[config.mk]
export PLATFORM = sky130hd
export DESIGN_NAME = motor_throttle_slew_limiter
export DESIGN_NICKNAME = d
export VERILOG_FILES = /design/src/rtl/mts_pkg.sv /design/src/rtl/mts_state_mem.sv /design/src/rtl/mts_slew_pipe.sv /design/src/rtl/motor_throttle_slew_limiter.sv
export VERILOG_INCLUDE_DIRS = /design/src /design/src/rtl
export SDC_FILE = /design/constraint.sdc
export NUM_CORES = 2
export LEC_CHECK = 0
export ABC_CLOCK_PERIOD_IN_PS = 19000
export BUFFER_PORTS_ARGS = -buffer_cell sky130_fd_sc_hd__buf_2
export CAP_MARGIN = 30
export CORE_AREA = 2 2 385 349
export DETAILED_ROUTE_END_ITERATION = 8
export DIE_AREA = 0 0 387 351
export REMOVE_ABC_BUFFERS = 1
export SETUP_SLACK_MARGIN = 0.4
export SKIP_LAST_GASP = 1
export SLEW_MARGIN = 20
export SYNTH_ARGS = -nofsm -noshare
export SYNTH_HDL_FRONTEND = slang
export SYNTH_SLANG_ARGS = --single-unit
[constraint.sdc]
create_clock -name clk_i -period 19 [get_ports clk_i]
set_input_delay 3.8 -clock clk_i [delete_from_list [all_inputs] [get_ports clk_i]]
set_output_delay 3.8 -clock clk_i [all_outputs]
set_load 0.01 [all_outputs]
[src/rtl/motor_throttle_slew_limiter_assert.svh]
// assertion macros for the throttle slew limiter
// expects clk_i and rst_ni in the scope of each use
`ifndef MOTOR_THROTTLE_SLEW_LIMITER_ASSERT_SVH
`define MOTOR_THROTTLE_SLEW_LIMITER_ASSERT_SVH

// same-cycle implication, disabled during reset
`define MTS_ASSERT_IMPLY(label, ante, cons, msg) \
  label: assert property (@(posedge clk_i) disable iff (!rst_ni) (ante) |-> (cons)) \
    else $error(msg);

// next-cycle implication, disabled during reset
`define MTS_ASSERT_NEXT(label, ante, cons, msg) \
  label: assert property (@(posedge clk_i) disable iff (!rst_ni) (ante) |=> (cons)) \
    else $error(msg);

`endif

[src/rtl/mts_pkg.sv]
// shared types, constants and helper functions of the throttle slew limiter
// no dependencies
package mts_pkg;

  // field widths
  localparam int PORT_W     = 2;
  localparam int THR_W      = 8;
  localparam int TIME_W     = 32;
  localparam int RATE_W     = 16;
  localparam int MASK_W     = 4;
  localparam int DUTY_W     = 8;
  localparam int CFG_IDX_W  = 2;
  localparam int CFG_DATA_W = 16;

  localparam int NUM_PORTS_DEF = 4;

  // ramp timing and soft start thresholds
  localparam logic [THR_W-1:0]  SMALL_MAG       = 8'd20;
  localparam logic [TIME_W-1:0] MIN_INTERVAL_US = 32'd100000;

  // reach = rate * dt, and its scaling by one second
  localparam int REACH_W = RATE_W + TIME_W;
  localparam int SCALE_W = 20;
  localparam logic [SCALE_W-1:0] US_PER_S = 20'd1000000;
  // reach below 2^28 covers every case where a partial step is taken
  localparam int QUOT_W = 28;
  // exact floor(x / 1e6) for x < 2^28: (x * ceil(2^48 / 1e6)) >> 48
  localparam int RECIP_SHIFT = 48;
  localparam int RECIP_W     = 29;
  localparam logic [RECIP_W-1:0] RECIP_MUL = 29'd281474977;
  localparam int PROD_W = QUOT_W + RECIP_W;

  // register reset values
  localparam logic [RATE_W-1:0] RATE_RESET   = 16'd100;
  localparam logic [MASK_W-1:0] SOFT_RESET   = 4'h0;
  localparam logic [MASK_W-1:0] NORMAL_RESET = 4'hF;

  // configuration register indexes
  typedef enum logic [CFG_IDX_W-1:0] {
    CFG_RAMP_RATE   = 2'd0,
    CFG_SOFT_START  = 2'd1,
    CFG_NORMAL_MODE = 2'd2
  } mts_cfg_idx_e;

  typedef struct packed {
    logic [RATE_W-1:0] ramp_rate;
    logic [MASK_W-1:0] soft_start_mask;
    logic [MASK_W-1:0] normal_mode_mask;
  } mts_cfg_t;

  // one entry of the per-port state memory
  typedef struct packed {
    logic signed [THR_W-1:0] prior;
    logic signed [THR_W-1:0] held;
    logic signed [THR_W-1:0] applied;
    logic                    ramping;
    logic [TIME_W-1:0]       last_us;
  } mts_state_t;

  // magnitude of a signed throttle, 0..128
  function automatic logic [THR_W-1:0] mts_mag(logic signed [THR_W-1:0] v);
    logic [THR_W-1:0] m;
    m = v[THR_W-1] ? (~v + 8'd1) : v;
    return m;
  endfunction

  // mag*255/127 = 2*mag + (mag >= 127), saturated at 255
  function automatic logic [DUTY_W-1:0] mts_duty(logic [THR_W-1:0] m);
    logic [DUTY_W:0] d;
    d = {m, 1'b0} + {8'd0, (m >= 8'd127)};
    return d[DUTY_W] ? 8'hFF : d[DUTY_W-1:0];
  endfunction

endpackage

[src/rtl/mts_state_mem.sv]
// per-port state memory with registered read and reset-cleared valid flags
// depends on mts_pkg
module mts_state_mem import mts_pkg::*; #(
  parameter int NUM_PORTS = NUM_PORTS_DEF,
  localparam int IdxW = (NUM_PORTS > 1) ? $clog2(NUM_PORTS) : 1
) (
  input  logic            clk_i,
  input  logic            rst_ni,
  input  logic            rd_en_i,
  input  logic [IdxW-1:0] rd_addr_i,
  output mts_state_t      rd_data_o,
  input  logic            wr_en_i,
  input  logic [IdxW-1:0] wr_addr_i,
  input  mts_state_t      wr_data_i
);

  mts_state_t           mem_q [NUM_PORTS];
  mts_state_t           rd_q;
  logic                 rd_valid_q;
  logic [NUM_PORTS-1:0] valid_q;

  // storage array, read-before-write
  always_ff @(posedge clk_i) begin
    if (wr_en_i) begin
      mem_q[wr_addr_i] <= wr_data_i;
    end
    if (rd_en_i) begin
      rd_q <= mem_q[rd_addr_i];
    end
  end

  // entry valid flags, an entry never written reads as zero
  always_ff @(posedge clk_i or negedge rst_ni) begin
    if (!rst_ni) begin
      valid_q    <= '0;
      rd_valid_q <= 1'b0;
    end else begin
      if (wr_en_i) begin
        valid_q[wr_addr_i] <= 1'b1;
      end
      if (rd_en_i) begin
        rd_valid_q <= valid_q[rd_addr_i];
      end
    end
  end

  assign rd_data_o = rd_valid_q ? rd_q : '0;

endmodule

[src/rtl/mts_slew_pipe.sv]
// four-stage read-modify-write pipeline: ramp decision, step math, drive output
// depends on mts_pkg, mts_state_mem ports and motor_throttle_slew_limiter_assert.svh
`include "motor_throttle_slew_limiter_assert.svh"

module mts_slew_pipe import mts_pkg::*; #(
  parameter int NUM_PORTS = NUM_PORTS_DEF,
  localparam int IdxW = (NUM_PORTS > 1) ? $clog2(NUM_PORTS) : 1
) (
  input  logic                     clk_i,
  input  logic                     rst_ni,
  input  mts_cfg_t                 cfg_i,
  // input transaction
  input  logic                     in_valid_i,
  output logic                     in_stall_o,
  input  logic [PORT_W-1:0]        port_i,
  input  logic signed [THR_W-1:0]  throttle_i,
  input  logic [TIME_W-1:0]        time_us_i,
  // state memory
  output logic                     rd_en_o,
  output logic [IdxW-1:0]          rd_addr_o,
  input  mts_state_t               rd_data_i,
  output logic                     wr_en_o,
  output logic [IdxW-1:0]          wr_addr_o,
  output mts_state_t               wr_data_o,
  // result transaction
  output logic                     out_valid_o,
  input  logic                     out_stall_i,
  output logic [PORT_W-1:0]        out_port_o,
  output logic                     drive_update_o,
  output logic                     reverse_o,
  output logic [DUTY_W-1:0]        duty_o
);

  // stage valids and handshake
  logic s1_v_q, s2_v_q, s3_v_q, s4_v_q, out_v_q;
  logic s1_ready, s2_ready, s3_ready, s4_ready, out_ready;
  logic hazard, in_acc;

  // stage 1: item and memory read data
  logic [PORT_W-1:0]       s1_port_q;
  logic signed [THR_W-1:0] s1_thr_q;
  logic [TIME_W-1:0]       s1_now_q;
  mts_state_t              s1_st;
  logic                    s1_port_ok, s1_active, s1_changed, s1_reversal, s1_small;
  logic                    s1_ramp;
  logic signed [THR_W-1:0] s1_held;
  logic [TIME_W-1:0]       s1_dt;
  logic [THR_W:0]          s1_diff, s1_diff_abs;

  // stage 2
  logic [PORT_W-1:0]       s2_port_q;
  logic signed [THR_W-1:0] s2_thr_q, s2_held_q, s2_applied_q;
  logic [TIME_W-1:0]       s2_now_q, s2_last_q, s2_dt_q;
  logic                    s2_port_ok_q, s2_active_q, s2_ramp_q, s2_neg_q;
  logic [THR_W-1:0]        s2_abs_q;
  logic [REACH_W-1:0]      s2_reach;
  logic [QUOT_W-1:0]       s2_scaled;
  logic                    s2_early;

  // stage 3
  logic [PORT_W-1:0]       s3_port_q;
  logic signed [THR_W-1:0] s3_thr_q, s3_held_q, s3_applied_q;
  logic [TIME_W-1:0]       s3_now_q, s3_last_q;
  logic                    s3_port_ok_q, s3_active_q, s3_ramp_q, s3_neg_q, s3_early_q;
  logic [REACH_W-1:0]      s3_reach_q;
  logic [QUOT_W-1:0]       s3_scaled_q;
  logic                    s3_within;
  logic [PROD_W-1:0]       s3_prod;

  // stage 4
  logic [PORT_W-1:0]       s4_port_q;
  logic signed [THR_W-1:0] s4_thr_q, s4_held_q, s4_applied_q;
  logic [TIME_W-1:0]       s4_now_q, s4_last_q;
  logic                    s4_port_ok_q, s4_active_q, s4_ramp_q, s4_neg_q, s4_early_q;
  logic                    s4_within_q;
  logic [THR_W-1:0]        s4_step_q;
  logic [THR_W+1:0]        s4_app_ext, s4_sum;
  logic signed [THR_W-1:0] s4_drive_val, s4_new_held;
  logic                    s4_upd, s4_wr, s4_new_ramp;
  mts_state_t              s4_new_st;

  // output register
  logic [PORT_W-1:0] out_port_q;
  logic              out_upd_q, out_rev_q;
  logic [DUTY_W-1:0] out_duty_q;

  // ready chain, each stage moves when the next one frees up
  assign out_ready = !out_v_q || !out_stall_i;
  assign s4_ready  = !s4_v_q || out_ready;
  assign s3_ready  = !s3_v_q || s4_ready;
  assign s2_ready  = !s2_v_q || s3_ready;
  assign s1_ready  = !s1_v_q || s2_ready;

  // interlock: one transaction per port in flight until its write-back
  assign hazard = (s1_v_q && (s1_port_q == port_i)) || (s2_v_q && (s2_port_q == port_i)) ||
                  (s3_v_q && (s3_port_q == port_i)) || (s4_v_q && (s4_port_q == port_i));
  assign in_stall_o = !s1_ready || hazard;
  assign in_acc     = in_valid_i && !in_stall_o;
  assign rd_en_o    = in_acc;
  assign rd_addr_o  = IdxW'(port_i);

  // valid bits
  always_ff @(posedge clk_i or negedge rst_ni) begin
    if (!rst_ni) begin
      s1_v_q  <= 1'b0;
      s2_v_q  <= 1'b0;
      s3_v_q  <= 1'b0;
      s4_v_q  <= 1'b0;
      out_v_q <= 1'b0;
    end else begin
      if (s1_ready) begin
        s1_v_q <= in_acc;
      end
      if (s2_ready) begin
        s2_v_q <= s1_v_q;
      end
      if (s3_ready) begin
        s3_v_q <= s2_v_q;
      end
      if (s4_ready) begin
        s4_v_q <= s3_v_q;
      end
      if (out_ready) begin
        out_v_q <= s4_v_q;
      end
    end
  end

  // stage 1: setpoint change, ramp start and elapsed time
  assign s1_st       = rd_data_i;
  assign s1_port_ok  = (32'(s1_port_q) < NUM_PORTS);
  assign s1_active   = s1_port_ok && cfg_i.normal_mode_mask[s1_port_q] &&
                       cfg_i.soft_start_mask[s1_port_q];
  assign s1_changed  = (s1_st.prior != s1_thr_q);
  assign s1_small    = (mts_mag(s1_st.prior) <= SMALL_MAG) || (mts_mag(s1_thr_q) <= SMALL_MAG);
  assign s1_reversal = (!s1_thr_q[THR_W-1] && (s1_thr_q != 0) && s1_st.prior[THR_W-1]) ||
                       (s1_thr_q[THR_W-1] && !s1_st.prior[THR_W-1] && (s1_st.prior != 0));
  assign s1_ramp     = s1_st.ramping || (s1_changed && (s1_small || s1_reversal));
  assign s1_held     = s1_changed ? s1_thr_q : s1_st.held;
  assign s1_dt       = s1_now_q - s1_st.last_us;
  assign s1_diff     = {s1_thr_q[THR_W-1], s1_thr_q} - {s1_st.applied[THR_W-1], s1_st.applied};
  assign s1_diff_abs = s1_diff[THR_W] ? (~s1_diff + 9'd1) : s1_diff;

  always_ff @(posedge clk_i) begin
    if (s1_ready) begin
      s1_port_q <= port_i;
      s1_thr_q  <= throttle_i;
      s1_now_q  <= time_us_i;
    end
    if (s2_ready) begin
      s2_port_q    <= s1_port_q;
      s2_thr_q     <= s1_thr_q;
      s2_now_q     <= s1_now_q;
      s2_port_ok_q <= s1_port_ok;
      s2_active_q  <= s1_active;
      s2_ramp_q    <= s1_ramp;
      s2_held_q    <= s1_held;
      s2_applied_q <= s1_st.applied;
      s2_last_q    <= s1_st.last_us;
      s2_dt_q      <= s1_dt;
      s2_neg_q     <= s1_diff[THR_W];
      s2_abs_q     <= s1_diff_abs[THR_W-1:0];
    end
  end

  // stage 2: reach = rate * dt, distance scaled to microseconds
  assign s2_reach  = REACH_W'(cfg_i.ramp_rate) * REACH_W'(s2_dt_q);
  assign s2_scaled = QUOT_W'(s2_abs_q) * QUOT_W'(US_PER_S);
  assign s2_early  = (s2_dt_q < MIN_INTERVAL_US);

  always_ff @(posedge clk_i) begin
    if (s3_ready) begin
      s3_port_q    <= s2_port_q;
      s3_thr_q     <= s2_thr_q;
      s3_now_q     <= s2_now_q;
      s3_port_ok_q <= s2_port_ok_q;
      s3_active_q  <= s2_active_q;
      s3_ramp_q    <= s2_ramp_q;
      s3_held_q    <= s2_held_q;
      s3_applied_q <= s2_applied_q;
      s3_last_q    <= s2_last_q;
      s3_neg_q     <= s2_neg_q;
      s3_reach_q   <= s2_reach;
      s3_scaled_q  <= s2_scaled;
      s3_early_q   <= s2_early;
    end
  end

  // stage 3: within-reach test and reciprocal multiply for the step size
  assign s3_within = (s3_reach_q >= REACH_W'(s3_scaled_q));
  assign s3_prod   = PROD_W'(s3_reach_q[QUOT_W-1:0]) * PROD_W'(RECIP_MUL);

  always_ff @(posedge clk_i) begin
    if (s4_ready) begin
      s4_port_q    <= s3_port_q;
      s4_thr_q     <= s3_thr_q;
      s4_now_q     <= s3_now_q;
      s4_port_ok_q <= s3_port_ok_q;
      s4_active_q  <= s3_active_q;
      s4_ramp_q    <= s3_ramp_q;
      s4_held_q    <= s3_held_q;
      s4_applied_q <= s3_applied_q;
      s4_last_q    <= s3_last_q;
      s4_neg_q     <= s3_neg_q;
      s4_early_q   <= s3_early_q;
      s4_within_q  <= s3_within;
      s4_step_q    <= s3_prod[RECIP_SHIFT+THR_W-1:RECIP_SHIFT];
    end
  end

  // stage 4: step toward the setpoint, pick the drive value, build write-back
  assign s4_app_ext = {{2{s4_applied_q[THR_W-1]}}, s4_applied_q};
  assign s4_sum     = s4_neg_q ? (s4_app_ext - {2'b00, s4_step_q}) :
                                 (s4_app_ext + {2'b00, s4_step_q});

  always_comb begin
    s4_upd       = 1'b0;
    s4_wr        = 1'b0;
    s4_drive_val = '0;
    s4_new_held  = s4_held_q;
    s4_new_ramp  = s4_ramp_q;
    s4_new_st    = '{prior: s4_thr_q, held: s4_held_q, applied: s4_applied_q,
                     ramping: s4_ramp_q, last_us: s4_last_q};
    if (!s4_port_ok_q) begin
      s4_upd = 1'b0;
    end else if (!s4_active_q) begin
      s4_upd       = 1'b1;
      s4_drive_val = s4_thr_q;
    end else begin
      s4_wr = 1'b1;
      if (!(s4_ramp_q && s4_early_q)) begin
        if (s4_ramp_q && (cfg_i.ramp_rate != '0)) begin
          if (s4_within_q) begin
            s4_new_held = s4_thr_q;
            s4_new_ramp = 1'b0;
          end else begin
            s4_new_held = s4_sum[THR_W-1:0];
          end
        end
        s4_upd            = 1'b1;
        s4_drive_val      = s4_ramp_q ? s4_new_held : s4_thr_q;
        s4_new_st.held    = s4_new_held;
        s4_new_st.ramping = s4_new_ramp;
        s4_new_st.applied = s4_new_held;
        s4_new_st.last_us = s4_now_q;
      end
    end
  end

  assign wr_en_o   = s4_v_q && out_ready && s4_wr;
  assign wr_addr_o = IdxW'(s4_port_q);
  assign wr_data_o = s4_new_st;

  // output register
  always_ff @(posedge clk_i) begin
    if (out_ready) begin
      out_port_q <= s4_port_q;
      out_upd_q  <= s4_upd;
      out_rev_q  <= s4_upd && !(!s4_drive_val[THR_W-1] && (s4_drive_val != 0));
      out_duty_q <= s4_upd ? mts_duty(mts_mag(s4_drive_val)) : '0;
    end
  end

  assign out_valid_o    = out_v_q;
  assign out_port_o     = out_port_q;
  assign drive_update_o = out_upd_q;
  assign reverse_o      = out_rev_q;
  assign duty_o         = out_duty_q;

  // checks
  `MTS_ASSERT_IMPLY(a_port_interlock, s1_v_q && s2_v_q, s1_port_q != s2_port_q, "same port in adjacent stages")
  `MTS_ASSERT_NEXT(a_write_with_result, wr_en_o, out_v_q, "state write-back without a result")
  `MTS_ASSERT_IMPLY(a_no_update_zero, out_v_q && !out_upd_q, (out_duty_q == '0) && !out_rev_q, "held drive reports nonzero fields")

endmodule

[src/rtl/motor_throttle_slew_limiter.sv]
// top level of the throttle slew limiter: configuration registers, state memory, pipeline
// depends on mts_pkg, mts_state_mem and mts_slew_pipe
//
//   channel | handshake                  | payload
//   --------+----------------------------+--------------------------------------------
//   in      | in_valid_i / in_stall_o    | port_i, throttle_i, time_us_i
//   out     | out_valid_o / out_stall_i  | out_port_o, drive_update_o, reverse_o, duty_o
//   cfg     | cfg_we_i                   | cfg_idx_i, cfg_wdata_i
//
// a transaction passes stage 1 (loaded at the accepting edge), stages 2 to 4 and the
// output register before it shows at the output; transactions for different ports are
// taken every cycle while the output does not stall
// a port has one transaction in flight at a time: the state memory read-modify-write
// spans stages 1 to 4, so a repeated port waits until the previous write-back
// state entries read as zero until first written, so no clearing pass follows reset
// a stalled result holds in the output register while the stages behind it keep filling
module motor_throttle_slew_limiter import mts_pkg::*; #(
  parameter int NUM_PORTS = NUM_PORTS_DEF
) (
  input  logic                    clk_i,
  input  logic                    rst_ni,
  // configuration writes
  input  logic                    cfg_we_i,
  input  logic [CFG_IDX_W-1:0]    cfg_idx_i,
  input  logic [CFG_DATA_W-1:0]   cfg_wdata_i,
  // input channel
  input  logic                    in_valid_i,
  output logic                    in_stall_o,
  input  logic [PORT_W-1:0]       port_i,
  input  logic signed [THR_W-1:0] throttle_i,
  input  logic [TIME_W-1:0]       time_us_i,
  // output channel
  output logic                    out_valid_o,
  input  logic                    out_stall_i,
  output logic [PORT_W-1:0]       out_port_o,
  output logic                    drive_update_o,
  output logic                    reverse_o,
  output logic [DUTY_W-1:0]       duty_o
);

  localparam int IdxW = (NUM_PORTS > 1) ? $clog2(NUM_PORTS) : 1;

  mts_cfg_t        cfg_d, cfg_q;
  logic            rd_en, wr_en;
  logic [IdxW-1:0] rd_addr, wr_addr;
  mts_state_t      rd_data, wr_data;

  // register decode, writes beyond the list are dropped
  always_comb begin
    cfg_d = cfg_q;
    if (cfg_we_i) begin
      case (mts_cfg_idx_e'(cfg_idx_i))
        CFG_RAMP_RATE:   cfg_d.ramp_rate        = cfg_wdata_i[RATE_W-1:0];
        CFG_SOFT_START:  cfg_d.soft_start_mask  = cfg_wdata_i[MASK_W-1:0];
        CFG_NORMAL_MODE: cfg_d.normal_mode_mask = cfg_wdata_i[MASK_W-1:0];
        default:         cfg_d = cfg_q;
      endcase
    end
  end

  always_ff @(posedge clk_i or negedge rst_ni) begin
    if (!rst_ni) begin
      cfg_q <= '{ramp_rate: RATE_RESET, soft_start_mask: SOFT_RESET,
                 normal_mode_mask: NORMAL_RESET};
    end else begin
      cfg_q <= cfg_d;
    end
  end

  // per-port state
  mts_state_mem #(
    .NUM_PORTS (NUM_PORTS)
  ) u_state_mem (
    .clk_i     (clk_i),
    .rst_ni    (rst_ni),
    .rd_en_i   (rd_en),
    .rd_addr_i (rd_addr),
    .rd_data_o (rd_data),
    .wr_en_i   (wr_en),
    .wr_addr_i (wr_addr),
    .wr_data_i (wr_data)
  );

  // ramp pipeline
  mts_slew_pipe #(
    .NUM_PORTS (NUM_PORTS)
  ) u_slew_pipe (
    .clk_i          (clk_i),
    .rst_ni         (rst_ni),
    .cfg_i          (cfg_q),
    .in_valid_i     (in_valid_i),
    .in_stall_o     (in_stall_o),
    .port_i         (port_i),
    .throttle_i     (throttle_i),
    .time_us_i      (time_us_i),
    .rd_en_o        (rd_en),
    .rd_addr_o      (rd_addr),
    .rd_data_i      (rd_data),
    .wr_en_o        (wr_en),
    .wr_addr_o      (wr_addr),
    .wr_data_o      (wr_data),
    .out_valid_o    (out_valid_o),
    .out_stall_i    (out_stall_i),
    .out_port_o     (out_port_o),
    .drive_update_o (drive_update_o),
    .reverse_o      (reverse_o),
    .duty_o         (duty_o)
  );

endmodule

==> impl_metrics.toml <==
[clock_tree]
clk_pin_slew_worst_paths_ns = 0.06
clkSinkCount = 773
clockRootBuffer = "clkbuf_16"
cts_inserted_buffers = 82
cts_setup_buffers = 0
clk_latency_ns = 0.67
cts_tree = "yes"
cts_max_path_buffers = 3
cts_hold_buf = 0
cts.htree.levels = 3
cts.repair.resized = 0

[synthesis]
async_flop_share_pct = 4.40
postSynthAreaPerCell_um2 = 12.0
ys_top_cells_by_area = "edfxtp_1, fa_1, ha_1"
synth_most_common_cell = "inv_1"
synth_top_family_by_area = "adder cells"
synth-compound-area-share_pct = 5.20
synth_area_um2 = 59100
yosysUniqueCellTypes = 84
synth_fa_ha_area_share_pct = 34.7
synth.largest_area_cell = "edfxtp_1"
synthSimpleGateAreaFrac_pct = 8.90
synth_edf_count = 739
postSynthCellCount = 4927
synth_ff_type = "edfxtp_1"
synth_top_area_share_pct = 37.6
yosys-top-cells-count = "inv_1, edfxtp_1, fa_1"
yosysWarnings = 0
synth_mux_area_share_pct = 2.81
ys_seq_area_share_pct = 39.0
synth-xor-area-share_pct = 1.94
ys_seq_elements = 773

[grt]
grt-ovfl-total = 0
track_usage_pct = 21.4
first_global_vias = 38000
grt_max_degree = 70
grt_pass1_wl_um = 222000
grt_antenna_before_repair = 3

[critical_path]
crit_path_end_kind = "primary output"
startpoint_type = "input port"
slowest_delay_ns = 0.37
critical_path.most_common_cell = "buf_2"
worstPathCellList = "buf_2, and3_1, nand3_4, o21ai_0, nand2_1, nand4_1, buf_2"
path_max_fanout = 24
cp.arrival_ns = 5.46
cp_data_required_time_ns = 15.20
cp_slowest_cell = "nand3_4"
crit_type = "input port to primary output"

[placement]
gp_congestion = 0.902
dpl.hpwl_um = 103000
port_buffers = 78

[sta]
tightest_slew_ns = 1.01
finalHoldViolations = 0
setup_viol = 0
max_freq_mhz = 108
grt_setup_unrepaired = "false"
tns_ns = 0
slew_violations = 0
min_period_ns = 9.26
fin_worst_skew_ns = 0.0597
maxSlewHeadroom_pct = 32.3
timing.final.crit_share_pct = 48.7

[status]
outcome = "complete, no violations"

[finish]
drive_gt1_share_pct = 7.84
fin_nets = 6305
areaGrowthSynthToFinish_pct = 9.07
regArea_um2 = 23100
fillers = 11800
multi_input_area_um2 = 31700

[die]
floorplan.io_pins = 79
die_h_um = 351
rows = 127
die_area_um2 = 136000
die_w_um = 387
initial_core_util_pct = 44.7
coreArea_um2 = 132000

[route]
drc = 0
vias = 36100
ant_nets = 0
post_drt_wl_per_cell_um = 20.8
dr.pass1.iters = 7
totalWireLength_um = 142000
vias_per_cell = 5.28
drt_iter0_drc = 2763

[hold_path]
hold_class = "flop to flop"

[flow_run]
maxCapViolCount = 0
-- through the flow --
step / cell area [µm²] / hold slack [ns] / setup WS (ns) / std cells / utilization, %
floorplan: 58600 / 0.400 / 7.20 / 4792 / -
global placement: 61600 / 0.400 / 9.65 / 6671 / 46.7
detailed placement: 61600 / 0.405 / 9.70 / 6673 / 46.7
CTS: 64300 / 0.411 / 9.70 / 6826 / 48.7
global route: 64400 / 0.416 / 9.60 / 6830 / 48.8
finish: 64400 / 0.407 / 9.74 / 6832 / 48.8
-- cell families after synthesis --
group | after synthesis
xor+xnor | 131
fa+ha+maj | 1220
simple gates | 1082
mux | 90
flops | 773
buf+inv | 1170
compound gates | 461
-- final timing paths --
| kind | from | endpoint | slack (ns) | cells past startpoint |
|---|---|---|---|---|
| setup / recovery | out_stall_i | in_stall_o | 9.74 | 7 |
| hold / removal | u_slew_pipe.s2_neg_q | u_slew_pipe.s3_neg_q | 0.41 | 0 |
| setup reg to reg | cfg_q[10] | u_slew_pipe.s3_reach_q[47] | 11.15 | 23 |
| hold reg to reg | u_slew_pipe.s2_neg_q | u_slew_pipe.s3_neg_q | 0.41 | 0 |
| max in group asynchronous | rst_ni | cfg_q[12] | 15.22 | 2 |
| min in group asynchronous | rst_ni | u_slew_pipe.s1_v_q | 3.26 | 2 |
-- final cells by class --
class	count	area share, %
multi-input cells	2984	49.2
flip-flops and latches	773	35.8
inverters	1035	6.03
well taps	1741	3.38
clock buffers	97	3.32
repair buffers	144	1.46
clock inverters	56	0.856
diodes	2	0.00777
-- metal layers --
layer | routed length, µm | global-route usage [%] | vias to the layer above
li1 | - | - | 16300
met1 | 64200 | 30.2 | 18600
met2 | 66400 | 35.0 | 998
met3 | 8950 | 3.42 | 185
met4 | 2790 | 4.75 | 0
met5 | 0 | 0 | -
-- state kept, by name, indices dropped and copies added (netlist names), 32 cells and up --
signal	flops
u_slew_pipe.s2_dt_q	32
u_slew_pipe.s2_now_q	32
u_slew_pipe.s3_now_q	32
u_slew_pipe.s1_now_q	32
u_state_mem.mem_q	228
u_slew_pipe.s4_now_q	32
u_slew_pipe.s4_last_q	32
u_slew_pipe.s3_last_q	32
u_slew_pipe.s3_reach_q	48
u_state_mem.rd_q	57
u_slew_pipe.s2_last_q	32
-- worst max-delay path, delay by kind of cell --
family | cells | cell delay, ns
simple gates | 4 | 1.07
buf+inv | 2 | 0.39
compound gates | 1 | 0.16
-- cells in the final DEF, fill, tap and decap left out, types with 83 or more instances in the layout --
cell type  instances
inv_1           1033
edfxtp_1         739
fa_1             695
nand2_1          530
ha_1             525
and2_1           241
a21oi_1          108
xnor2_1           98
o21ai_0           87
nor2_1            84
clkbuf_16         83
Power is left out: the tool's default activity adds up to more than one toggle a clock period on the data nets, which glitch-free logic cannot reach.
